==> src/design/cddo_pkg.sv <==
// Shared package for the calendar date offset pipeline.
// Holds field widths, calendar constants, reciprocal multipliers and stage payload types.
// No dependencies.
package cddo_pkg;

  localparam int YEAR_W   = 14;
  localparam int MONTH_W  = 4;
  localparam int DAY_W    = 5;
  localparam int OFF_W    = 23;
  localparam int SERIAL_W = 22;
  localparam int DOY_W    = 9;

  localparam int MAX_YEAR = 9999;
  localparam int LAST_DAY = 365 * MAX_YEAR + MAX_YEAR / 4 - MAX_YEAR / 100 + MAX_YEAR / 400;

  localparam int DAYS_400 = 146097;
  localparam int DAYS_100 = 36524;
  localparam int DAYS_4   = 1461;
  localparam int DAYS_1   = 365;
  localparam int CENTURY  = 100;
  localparam int QUAD_C   = 400;
  localparam int LEAP_CYC = 4;
  localparam int LAST_Q4  = DAYS_100 / DAYS_4;

  localparam int DBY_W   = 23;
  localparam int MPART_W = 9;
  localparam int SUM_W   = 25;
  localparam int QY_W    = 8;
  localparam int N1_W    = 18;
  localparam int N2_W    = 16;
  localparam int N3_W    = 11;
  localparam int Q400_W  = 5;
  localparam int Q100_W  = 2;
  localparam int Q4_W    = 5;
  localparam int Q1_W    = 2;

  // Division by a constant is a multiply by a rounded-up reciprocal and a shift.
  localparam int SH_C100 = 21;
  localparam int KW_C100 = 15;
  localparam longint unsigned K_C100 = ((64'd1 << SH_C100) + CENTURY - 1) / CENTURY;
  localparam int SH_400 = 40;
  localparam int KW_400 = 23;
  localparam longint unsigned K_400 = ((64'd1 << SH_400) + DAYS_400 - 1) / DAYS_400;
  localparam int SH_100 = 34;
  localparam int KW_100 = 19;
  localparam longint unsigned K_100 = ((64'd1 << SH_100) + DAYS_100 - 1) / DAYS_100;
  localparam int SH_4 = 26;
  localparam int KW_4 = 16;
  localparam longint unsigned K_4 = ((64'd1 << SH_4) + DAYS_4 - 1) / DAYS_4;
  localparam int SH_1 = 20;
  localparam int KW_1 = 12;
  localparam longint unsigned K_1 = ((64'd1 << SH_1) + DAYS_1 - 1) / DAYS_1;

  localparam logic [MPART_W-1:0] DBM [13] = '{
    9'd0, 9'd31, 9'd59, 9'd90, 9'd120, 9'd151, 9'd181,
    9'd212, 9'd243, 9'd273, 9'd304, 9'd334, 9'd365
  };

  typedef struct packed {
    logic [SERIAL_W-1:0] serial;
    logic [SERIAL_W-1:0] rem;
    logic                sat;
  } fwd_t;

  typedef struct packed {
    logic [SERIAL_W-1:0] rem;
    logic [Q400_W-1:0]   q400;
    logic [Q100_W-1:0]   q100;
    logic [Q4_W-1:0]     q4;
    logic [Q1_W-1:0]     q1;
    logic [SERIAL_W-1:0] serial;
    logic                sat;
  } spl_t;

  typedef struct packed {
    logic [YEAR_W-1:0]   year;
    logic [MONTH_W-1:0]  month;
    logic [DAY_W-1:0]    day;
    logic [SERIAL_W-1:0] serial;
    logic [DOY_W-1:0]    doy;
    logic                leap;
    logic                sat;
  } res_t;

endpackage

==> src/design/cddo_fwd.sv <==
// Four-stage date to serial day pipeline: clamps the date, adds the offset and saturates.
// Depends on cddo_pkg.
module cddo_fwd (
  input  logic                           clk,
  input  logic                           rst_n,
  input  logic                           up_valid,
  output logic                           up_ready,
  input  logic [cddo_pkg::YEAR_W-1:0]    up_year,
  input  logic [cddo_pkg::MONTH_W-1:0]   up_month,
  input  logic [cddo_pkg::DAY_W-1:0]     up_day,
  input  logic signed [cddo_pkg::OFF_W-1:0] up_offset,
  output logic                           dn_valid,
  input  logic                           dn_ready,
  output cddo_pkg::fwd_t                 dn_data
);
  import cddo_pkg::*;

  localparam int NSTG = 4;
  localparam int PC_W = YEAR_W + KW_C100;

  logic [NSTG-1:0] v_r;
  logic [NSTG-1:0] ld;

  logic [YEAR_W-1:0]  y_c;
  logic [YEAR_W-1:0]  p_c;
  logic [MONTH_W-1:0] m_c;
  logic [PC_W-1:0]    prod_p;
  logic [PC_W-1:0]    prod_y;

  logic [YEAR_W-1:0]       p_r;
  logic [YEAR_W-1:0]       y_r;
  logic [MONTH_W-1:0]      m_r;
  logic [DAY_W-1:0]        d_r;
  logic signed [OFF_W-1:0] off1_r;
  logic [QY_W-1:0]         q100p_r;
  logic [QY_W-1:0]         q100y_r;

  logic [DBY_W-1:0]   dby_nxt;
  logic [MPART_W-1:0] mpart_nxt;
  logic               r100zero;
  logic               leap_c;

  logic [DBY_W-1:0]        dby_r;
  logic [MPART_W-1:0]      mpart_r;
  logic signed [OFF_W-1:0] off2_r;

  logic signed [SUM_W-1:0] sum_nxt;
  logic signed [SUM_W-1:0] sum_r;

  fwd_t out_nxt;
  fwd_t out_r;

  always_comb begin
    ld[NSTG-1] = !v_r[NSTG-1] || dn_ready;
    for (int k = NSTG - 2; k >= 0; k--) begin
      ld[k] = !v_r[k] || ld[k+1];
    end
  end

  assign up_ready = ld[0];
  assign dn_valid = v_r[NSTG-1];
  assign dn_data  = out_r;

  always_comb begin
    y_c = (up_year == '0) ? YEAR_W'(1) : up_year;
    if (up_month == '0) begin
      m_c = MONTH_W'(1);
    end else if (up_month > MONTH_W'(13)) begin
      m_c = MONTH_W'(13);
    end else begin
      m_c = up_month;
    end
    p_c    = y_c - YEAR_W'(1);
    prod_p = PC_W'(p_c) * PC_W'(K_C100);
    prod_y = PC_W'(y_c) * PC_W'(K_C100);
  end

  always_comb begin
    dby_nxt = DBY_W'(p_r) * DBY_W'(DAYS_1) + DBY_W'(p_r >> 2) - DBY_W'(q100p_r)
            + DBY_W'(q100p_r >> 2);
    r100zero = (y_r == YEAR_W'(q100y_r) * YEAR_W'(CENTURY));
    leap_c   = (y_r[1:0] == 2'b00 && !r100zero) || (r100zero && q100y_r[1:0] == 2'b00);
    mpart_nxt = DBM[m_r - MONTH_W'(1)] + MPART_W'((m_r > MONTH_W'(2)) && leap_c)
              + MPART_W'(d_r);
  end

  assign sum_nxt = $signed({{(SUM_W - DBY_W){1'b0}}, dby_r})
                 + $signed({{(SUM_W - MPART_W){1'b0}}, mpart_r})
                 + SUM_W'(off2_r);

  always_comb begin
    if (sum_r < $signed(SUM_W'(1))) begin
      out_nxt.serial = SERIAL_W'(1);
      out_nxt.rem    = '0;
      out_nxt.sat    = 1'b1;
    end else if (sum_r > $signed(SUM_W'(LAST_DAY))) begin
      out_nxt.serial = SERIAL_W'(LAST_DAY);
      out_nxt.rem    = SERIAL_W'(LAST_DAY - 1);
      out_nxt.sat    = 1'b1;
    end else begin
      out_nxt.serial = sum_r[SERIAL_W-1:0];
      out_nxt.rem    = sum_r[SERIAL_W-1:0] - SERIAL_W'(1);
      out_nxt.sat    = 1'b0;
    end
  end

  always_ff @(posedge clk) begin
    if (!rst_n) begin
      v_r <= '0;
    end else begin
      if (ld[0]) begin
        v_r[0] <= up_valid;
      end
      for (int k = 1; k < NSTG; k++) begin
        if (ld[k]) begin
          v_r[k] <= v_r[k-1];
        end
      end
    end
  end

  always_ff @(posedge clk) begin
    if (ld[0]) begin
      p_r     <= p_c;
      y_r     <= y_c;
      m_r     <= m_c;
      d_r     <= up_day;
      off1_r  <= up_offset;
      q100p_r <= prod_p[SH_C100 +: QY_W];
      q100y_r <= prod_y[SH_C100 +: QY_W];
    end
    if (ld[1]) begin
      dby_r   <= dby_nxt;
      mpart_r <= mpart_nxt;
      off2_r  <= off1_r;
    end
    if (ld[2]) begin
      sum_r <= sum_nxt;
    end
    if (ld[3]) begin
      out_r <= out_nxt;
    end
  end

endmodule

==> src/design/cddo_split.sv <==
// Seven-stage split of a zero-based day count into 400, 100, 4 and 1 year cycles.
// Depends on cddo_pkg.
module cddo_split (
  input  logic           clk,
  input  logic           rst_n,
  input  logic           up_valid,
  output logic           up_ready,
  input  cddo_pkg::fwd_t up_data,
  output logic           dn_valid,
  input  logic           dn_ready,
  output cddo_pkg::spl_t dn_data
);
  import cddo_pkg::*;

  localparam int NSTG  = 7;
  localparam int P4H_W = SERIAL_W + KW_400;
  localparam int P1H_W = N1_W + KW_100;
  localparam int P4_W  = N2_W + KW_4;
  localparam int P1_W  = N3_W + KW_1;

  logic [NSTG-1:0] v_r;
  logic [NSTG-1:0] ld;
  spl_t            st_r   [NSTG];
  spl_t            st_nxt [NSTG];

  logic [P4H_W-1:0] prod400;
  logic [P1H_W-1:0] prod100;
  logic [P4_W-1:0]  prod4;
  logic [P1_W-1:0]  prod1;
  logic [2:0]       q100_raw;
  logic [2:0]       q1_raw;

  always_comb begin
    ld[NSTG-1] = !v_r[NSTG-1] || dn_ready;
    for (int k = NSTG - 2; k >= 0; k--) begin
      ld[k] = !v_r[k] || ld[k+1];
    end
  end

  assign up_ready = ld[0];
  assign dn_valid = v_r[NSTG-1];
  assign dn_data  = st_r[NSTG-1];

  always_comb begin
    prod400  = P4H_W'(up_data.rem) * P4H_W'(K_400);
    prod100  = P1H_W'(st_r[1].rem[N1_W-1:0]) * P1H_W'(K_100);
    prod4    = P4_W'(st_r[3].rem[N2_W-1:0]) * P4_W'(K_4);
    prod1    = P1_W'(st_r[5].rem[N3_W-1:0]) * P1_W'(K_1);
    q100_raw = prod100[SH_100 +: 3];
    q1_raw   = prod1[SH_1 +: 3];

    st_nxt[0]        = '0;
    st_nxt[0].rem    = up_data.rem;
    st_nxt[0].serial = up_data.serial;
    st_nxt[0].sat    = up_data.sat;
    st_nxt[0].q400   = prod400[SH_400 +: Q400_W];

    st_nxt[1]     = st_r[0];
    st_nxt[1].rem = st_r[0].rem - SERIAL_W'(st_r[0].q400) * SERIAL_W'(DAYS_400);

    st_nxt[2]      = st_r[1];
    st_nxt[2].q100 = (q100_raw > 3'd3) ? Q100_W'(3) : q100_raw[Q100_W-1:0];

    st_nxt[3]     = st_r[2];
    st_nxt[3].rem = st_r[2].rem - SERIAL_W'(st_r[2].q100) * SERIAL_W'(DAYS_100);

    st_nxt[4]    = st_r[3];
    st_nxt[4].q4 = prod4[SH_4 +: Q4_W];

    st_nxt[5]     = st_r[4];
    st_nxt[5].rem = st_r[4].rem - SERIAL_W'(st_r[4].q4) * SERIAL_W'(DAYS_4);

    st_nxt[6]    = st_r[5];
    st_nxt[6].q1 = (q1_raw > 3'd3) ? Q1_W'(3) : q1_raw[Q1_W-1:0];
  end

  always_ff @(posedge clk) begin
    if (!rst_n) begin
      v_r <= '0;
    end else begin
      if (ld[0]) begin
        v_r[0] <= up_valid;
      end
      for (int k = 1; k < NSTG; k++) begin
        if (ld[k]) begin
          v_r[k] <= v_r[k-1];
        end
      end
    end
  end

  always_ff @(posedge clk) begin
    for (int k = 0; k < NSTG; k++) begin
      if (ld[k]) begin
        st_r[k] <= st_nxt[k];
      end
    end
  end

endmodule

==> src/design/cddo_month.sv <==
// Two-stage year assembly and month lookup that forms the output register.
// Depends on cddo_pkg.
module cddo_month (
  input  logic           clk,
  input  logic           rst_n,
  input  logic           up_valid,
  output logic           up_ready,
  input  cddo_pkg::spl_t up_data,
  output logic           dn_valid,
  input  logic           dn_ready,
  output cddo_pkg::res_t dn_data
);
  import cddo_pkg::*;

  localparam int NSTG = 2;

  logic [NSTG-1:0] v_r;
  logic [NSTG-1:0] ld;

  res_t y_nxt;
  res_t y_r;
  res_t m_nxt;
  res_t m_r;

  logic [MPART_W-1:0] start;
  logic [MONTH_W-1:0] mo;

  always_comb begin
    ld[NSTG-1] = !v_r[NSTG-1] || dn_ready;
    ld[0]      = !v_r[0] || ld[1];
  end

  assign up_ready = ld[0];
  assign dn_valid = v_r[NSTG-1];
  assign dn_data  = m_r;

  always_comb begin
    y_nxt        = '0;
    y_nxt.serial = up_data.serial;
    y_nxt.sat    = up_data.sat;
    y_nxt.doy    = DOY_W'(up_data.rem - SERIAL_W'(up_data.q1) * SERIAL_W'(DAYS_1));
    y_nxt.year   = YEAR_W'(up_data.q400) * YEAR_W'(QUAD_C)
                 + YEAR_W'(up_data.q100) * YEAR_W'(CENTURY)
                 + YEAR_W'(up_data.q4) * YEAR_W'(LEAP_CYC)
                 + YEAR_W'(up_data.q1) + YEAR_W'(1);
    y_nxt.leap   = (up_data.q1 == Q1_W'(3))
                && (up_data.q4 != Q4_W'(LAST_Q4) || up_data.q100 == Q100_W'(3));
  end

  always_comb begin
    mo    = MONTH_W'(12);
    start = DBM[11] + MPART_W'(y_r.leap);
    for (int i = 11; i >= 0; i--) begin
      if (y_r.doy < DBM[i+1] + MPART_W'(y_r.leap && (i >= 1))) begin
        mo    = MONTH_W'(i + 1);
        start = DBM[i] + MPART_W'(y_r.leap && (i >= 2));
      end
    end
    m_nxt       = y_r;
    m_nxt.month = mo;
    m_nxt.day   = DAY_W'(y_r.doy - start + MPART_W'(1));
  end

  always_ff @(posedge clk) begin
    if (!rst_n) begin
      v_r <= '0;
    end else begin
      if (ld[0]) begin
        v_r[0] <= up_valid;
      end
      if (ld[1]) begin
        v_r[1] <= v_r[0];
      end
    end
  end

  always_ff @(posedge clk) begin
    if (ld[0]) begin
      y_r <= y_nxt;
    end
    if (ld[1]) begin
      m_r <= m_nxt;
    end
  end

endmodule

==> src/design/calendar_date_day_offset.sv <==
// Top level of the calendar date offset pipeline: adds a signed day count to a date.
// Depends on cddo_pkg, cddo_fwd, cddo_split and cddo_month.
//
// The input channel takes a Gregorian date and a signed day offset in one transfer.
// The result channel returns the shifted date, its serial day number (0001-01-01 is
// day 1), the zero-based day within the year, the leap flag and a saturation flag.
// A sum below day 1 or past the last day of the final year is clamped to that bound.
// Both channels use valid and ready; a transfer happens when both are high.
// The datapath is a 13-stage pipeline: four stages build and clamp the serial
// number, seven split it into year cycles with reciprocal multipliers, and two
// assemble the year and look up the month. One transfer per cycle is sustained in
// both directions while out_ready stays high. When the receiver stalls, each stage
// holds its item and empty stages still fill, so input transfers continue until every
// stage holds an item. Synchronous reset empties the pipeline; no item survives it.
module calendar_date_day_offset (
  input  logic                               clk,
  input  logic                               rst_n,
  input  logic                               in_valid,
  output logic                               in_ready,
  input  logic [cddo_pkg::YEAR_W-1:0]        in_year,
  input  logic [cddo_pkg::MONTH_W-1:0]       in_month,
  input  logic [cddo_pkg::DAY_W-1:0]         in_day,
  input  logic signed [cddo_pkg::OFF_W-1:0]  in_day_offset,
  output logic                               out_valid,
  input  logic                               out_ready,
  output logic [cddo_pkg::YEAR_W-1:0]        out_year,
  output logic [cddo_pkg::MONTH_W-1:0]       out_month,
  output logic [cddo_pkg::DAY_W-1:0]         out_day,
  output logic [cddo_pkg::SERIAL_W-1:0]      out_serial_day,
  output logic [cddo_pkg::DOY_W-1:0]         out_day_in_year,
  output logic                               out_leap_year,
  output logic                               out_out_of_range
);
  import cddo_pkg::*;

  logic fwd_valid;
  logic fwd_ready;
  fwd_t fwd_data;
  logic spl_valid;
  logic spl_ready;
  spl_t spl_data;
  res_t res;

  cddo_fwd u_fwd (
    .clk       (clk),
    .rst_n     (rst_n),
    .up_valid  (in_valid),
    .up_ready  (in_ready),
    .up_year   (in_year),
    .up_month  (in_month),
    .up_day    (in_day),
    .up_offset (in_day_offset),
    .dn_valid  (fwd_valid),
    .dn_ready  (fwd_ready),
    .dn_data   (fwd_data)
  );

  cddo_split u_split (
    .clk      (clk),
    .rst_n    (rst_n),
    .up_valid (fwd_valid),
    .up_ready (fwd_ready),
    .up_data  (fwd_data),
    .dn_valid (spl_valid),
    .dn_ready (spl_ready),
    .dn_data  (spl_data)
  );

  cddo_month u_month (
    .clk      (clk),
    .rst_n    (rst_n),
    .up_valid (spl_valid),
    .up_ready (spl_ready),
    .up_data  (spl_data),
    .dn_valid (out_valid),
    .dn_ready (out_ready),
    .dn_data  (res)
  );

  assign out_year         = res.year;
  assign out_month        = res.month;
  assign out_day          = res.day;
  assign out_serial_day   = res.serial;
  assign out_day_in_year  = res.doy;
  assign out_leap_year    = res.leap;
  assign out_out_of_range = res.sat;

  a_sat_bound: assert property (@(posedge clk) disable iff (!rst_n)
    (out_valid && out_out_of_range) |->
      (out_serial_day == SERIAL_W'(1) || out_serial_day == SERIAL_W'(LAST_DAY)))
    else $error("Saturated result is not at a range bound.");

  a_serial_range: assert property (@(posedge clk) disable iff (!rst_n)
    out_valid |-> (out_serial_day >= SERIAL_W'(1) && out_serial_day <= SERIAL_W'(LAST_DAY)))
    else $error("Serial day number is outside the supported range.");

  a_doy_leap: assert property (@(posedge clk) disable iff (!rst_n)
    (out_valid && !out_leap_year) |-> (out_day_in_year <= DOY_W'(DAYS_1 - 1)))
    else $error("Day of year exceeds the length of a common year.");

  a_date_fields: assert property (@(posedge clk) disable iff (!rst_n)
    out_valid |-> (out_month >= MONTH_W'(1) && out_month <= MONTH_W'(12)
                   && out_day >= DAY_W'(1)))
    else $error("Month or day of the result is out of range.");

endmodule
==> config.mk <==
export PLATFORM = sky130hd
export DESIGN_NAME = calendar_date_day_offset
export DESIGN_NICKNAME = d
export VERILOG_FILES = /design/src/design/cddo_pkg.sv /design/src/design/cddo_fwd.sv /design/src/design/cddo_split.sv /design/src/design/cddo_month.sv /design/src/design/calendar_date_day_offset.sv
export SDC_FILE = /design/constraint.sdc
export NUM_CORES = 2
export LEC_CHECK = 0
export BUFFER_PORTS_ARGS = -buffer_cell sky130_fd_sc_hd__buf_2
export CAP_MARGIN = 5
export CORE_MARGIN = 2
export CORE_UTILIZATION = 65
export CTS_CLUSTER_DIAMETER = 50
export DETAILED_ROUTE_END_ITERATION = 6
export PLACE_DENSITY = 0.86
export SYNTH_ARGS = -nofsm -noshare
export SYNTH_HDL_FRONTEND = slang
export SYNTH_HIERARCHICAL = 1
export SYNTH_SLANG_ARGS = --single-unit
==> constraint.sdc <==
create_clock -name clk -period 21.9 [get_ports clk]
set_clock_uncertainty 0.05 [all_clocks]
set_input_delay 2.19 -clock clk [delete_from_list [all_inputs] [get_ports clk]]
set_output_delay 2.19 -clock clk [all_outputs]
set_load 0.01 [all_outputs]
==> results.toml <==
[clock_tree]
clock_path_buffers = 3
cts_setup_buffers = 0
cts_tree = "done"
clk_latency_ns = 0.65
cts_resized = 0
clk_pin_slew_ns = 0.06
cts-buffers-inserted = 77
ctsHoldBuffers = 0
cts-root-buf = "clkbuf_16"
cts.htree.levels = 3
clock-sinks = 639

[worst_setup_path]
slowest_delay_ns = 0.71
worstSetupStartpoint = "in_year[2]"
critPathMaxFanout = 12
critPathArrivalTime_ns = 10.18
worstSetupPathType = "input pin to flip-flop"
timing.rr.start = "u_fwd/dn_data[4]"
cp-start-kind = "input pin"
crit_path_end_kind = "flip-flop"
path_common_cell = "inv_1"
crit_slowest_cell = "or4_1"
critPathRequiredTime_ns = 22.23

[detailed_routing]
routed-wl-met2_um = 65600
wl_met1_um = 49300
routed.top_layer = "met4"
num_vias = 36200
drtIter0Drc = 2242
ant_nets = 0
drcViolationCount = 0
viasPerCell = 5.60
routed_wl_um = 125000
route.met3.wl_um = 5510
routedWlPerCell_um = 19.4
dr.pass1.iters = 5

[sta]
hold_viol = 0
final.period_utilization_pct = 45.0
max_slew_margin_pct = 25.5
final-setup-viol-count = 0
tightest_slew_ns = 1.12
setup_ws_ns = 12.04
rsz0062_at_grt = "false"
min_period_ns = 9.86
fmax_mhz = 101
setup_tns_ns = 0
slew_viol_final = 0

[cells_and_area]
final_nets = 7032
nFillCells = 6180
antenna_cells = 0
multi_input_area_um2 = 35700
area.sequential_um2 = 19100
drive_gt1_share_pct = 5.34
final_cells = 6464
area_growth_pct = 7.61

[synthesis]
syn_nets = 6861
netlist_area_um2 = 59800
yosys_warnings = 6
avgSynthCellArea_um2 = 11.8
syn_inst = 5049

[min_path]
hold_path_startpoint = "u_split/st_r[1][21]"
min_path_type = "flip-flop to flip-flop"

[floorplanning]
die_h_um = 307
start_util_pct = 65.4
pin_count = 108
die_w_um = 307
die_area_um2 = 94400
rows = 111
coreArea_um2 = 91400

[global_routing]
overflow = 0
antenna_found_initial = 2
gr-usage-all-layers_pct = 27.8
grt_pass1_wl_um = 204000
grt_start_max_net_pins = 57
grt_pass1_vias = 39600

[placed_design]
io_buffers = 107
dpl_worst_slack_ns = 11.46
gp_congestion = 0.981
dp_cells = 6327
dp_hpwl_um = 102000

[flow_run]
cap_violations = 0

[status]
status = "finished, final reports clean"
[final cells by class]
class                   count  share of cell area, %
well taps                1186                   2.31
repair buffers            121                  0.996
multi-input cells        3083                   55.5
clock inverters            49                  0.900
flip-flops and latches    639                   29.6
clock buffers              88                   3.06
inverters                1298                   7.57
[registers in the layout (all words and copies together), names as in the netlist, 9 cells and up]
register         cells
u_split/st_r       322
u_month/dn_data     56
u_month/m_nxt       47
u_fwd/dn_data       45
u_fwd/sum_r         25
u_fwd/dby_r         23
u_fwd/off1_r        23
u_fwd/off2_r        23
u_fwd/p_r           14
u_fwd/y_r           14
u_fwd/mpart_r        9
[layout by cell type, fill, tap and decap left out, drive strengths merged, types with 18 or more instances in the layout]
cell    count
xnor2     161
a31oi      18
nand3      42
clkinv     22
nand2b     26
o21ai     101
a21o       93
and3       32
o21bai     22
ha       1073
a211oi     26
nor2      145
buf       121
a21oi     165
nor2b      25
nor3       30
nand4      22
inv      1310
edfxtp    626
nand2     101
xor2       67
clkbuf     88
fa        689
and2       18
o21a       34
[stage by stage]
| step | hold WS, ns | cell area [µm²] | utilization (%) |
|---|---|---|---|
| 4_1_cts | 0.356 | 64300 | 70.4 |
| 5_1_grt | 0.355 | 64300 | 70.4 |
| 6_report | 0.358 | 64300 | 70.4 |
| 2_1_floorplan | 0.350 | 59800 | - |
| 3_5_place_dp | 0.355 | 61800 | 67.6 |
| 3_3_place_gp | 0.350 | 61800 | 67.6 |
[routing by layer]
| layer | track usage, % | up-vias |
|---|---|---|
| met5 | 0 | - |
| met4 | 10.4 | 0 |
| met3 | 3.49 | 279 |
| met2 | 50.6 | 990 |
| met1 | 33.6 | 17900 |
| li1 | - | 17000 |
[worst max-delay path: cells and delay by family]
family / cells / cell delay, ns
xor gates and xnor gates: 2 / 0.76
and+or+nand+nor: 3 / 1.17
AOI/OAI and AO/OA: 12 / 2.46
adders and majority gates: 8 / 3.10
buffers and inverters: 6 / 0.46
[path summary, 6_finish.rpt]
check	slack, ns	endpoint	cells past startpoint
worst max-delay path	12.04	u_fwd/q100p_r[7]	31
worst min-delay path	0.36	u_split/st_r[2][21]	0
worst max register to register	13.88	u_split/st_r[0][36]	22
worst min register to register	0.36	u_split/st_r[2][21]	0
Power is left out: the tool's default activity adds up to more than one toggle a clock period on the data nets, which glitch-free logic cannot reach.
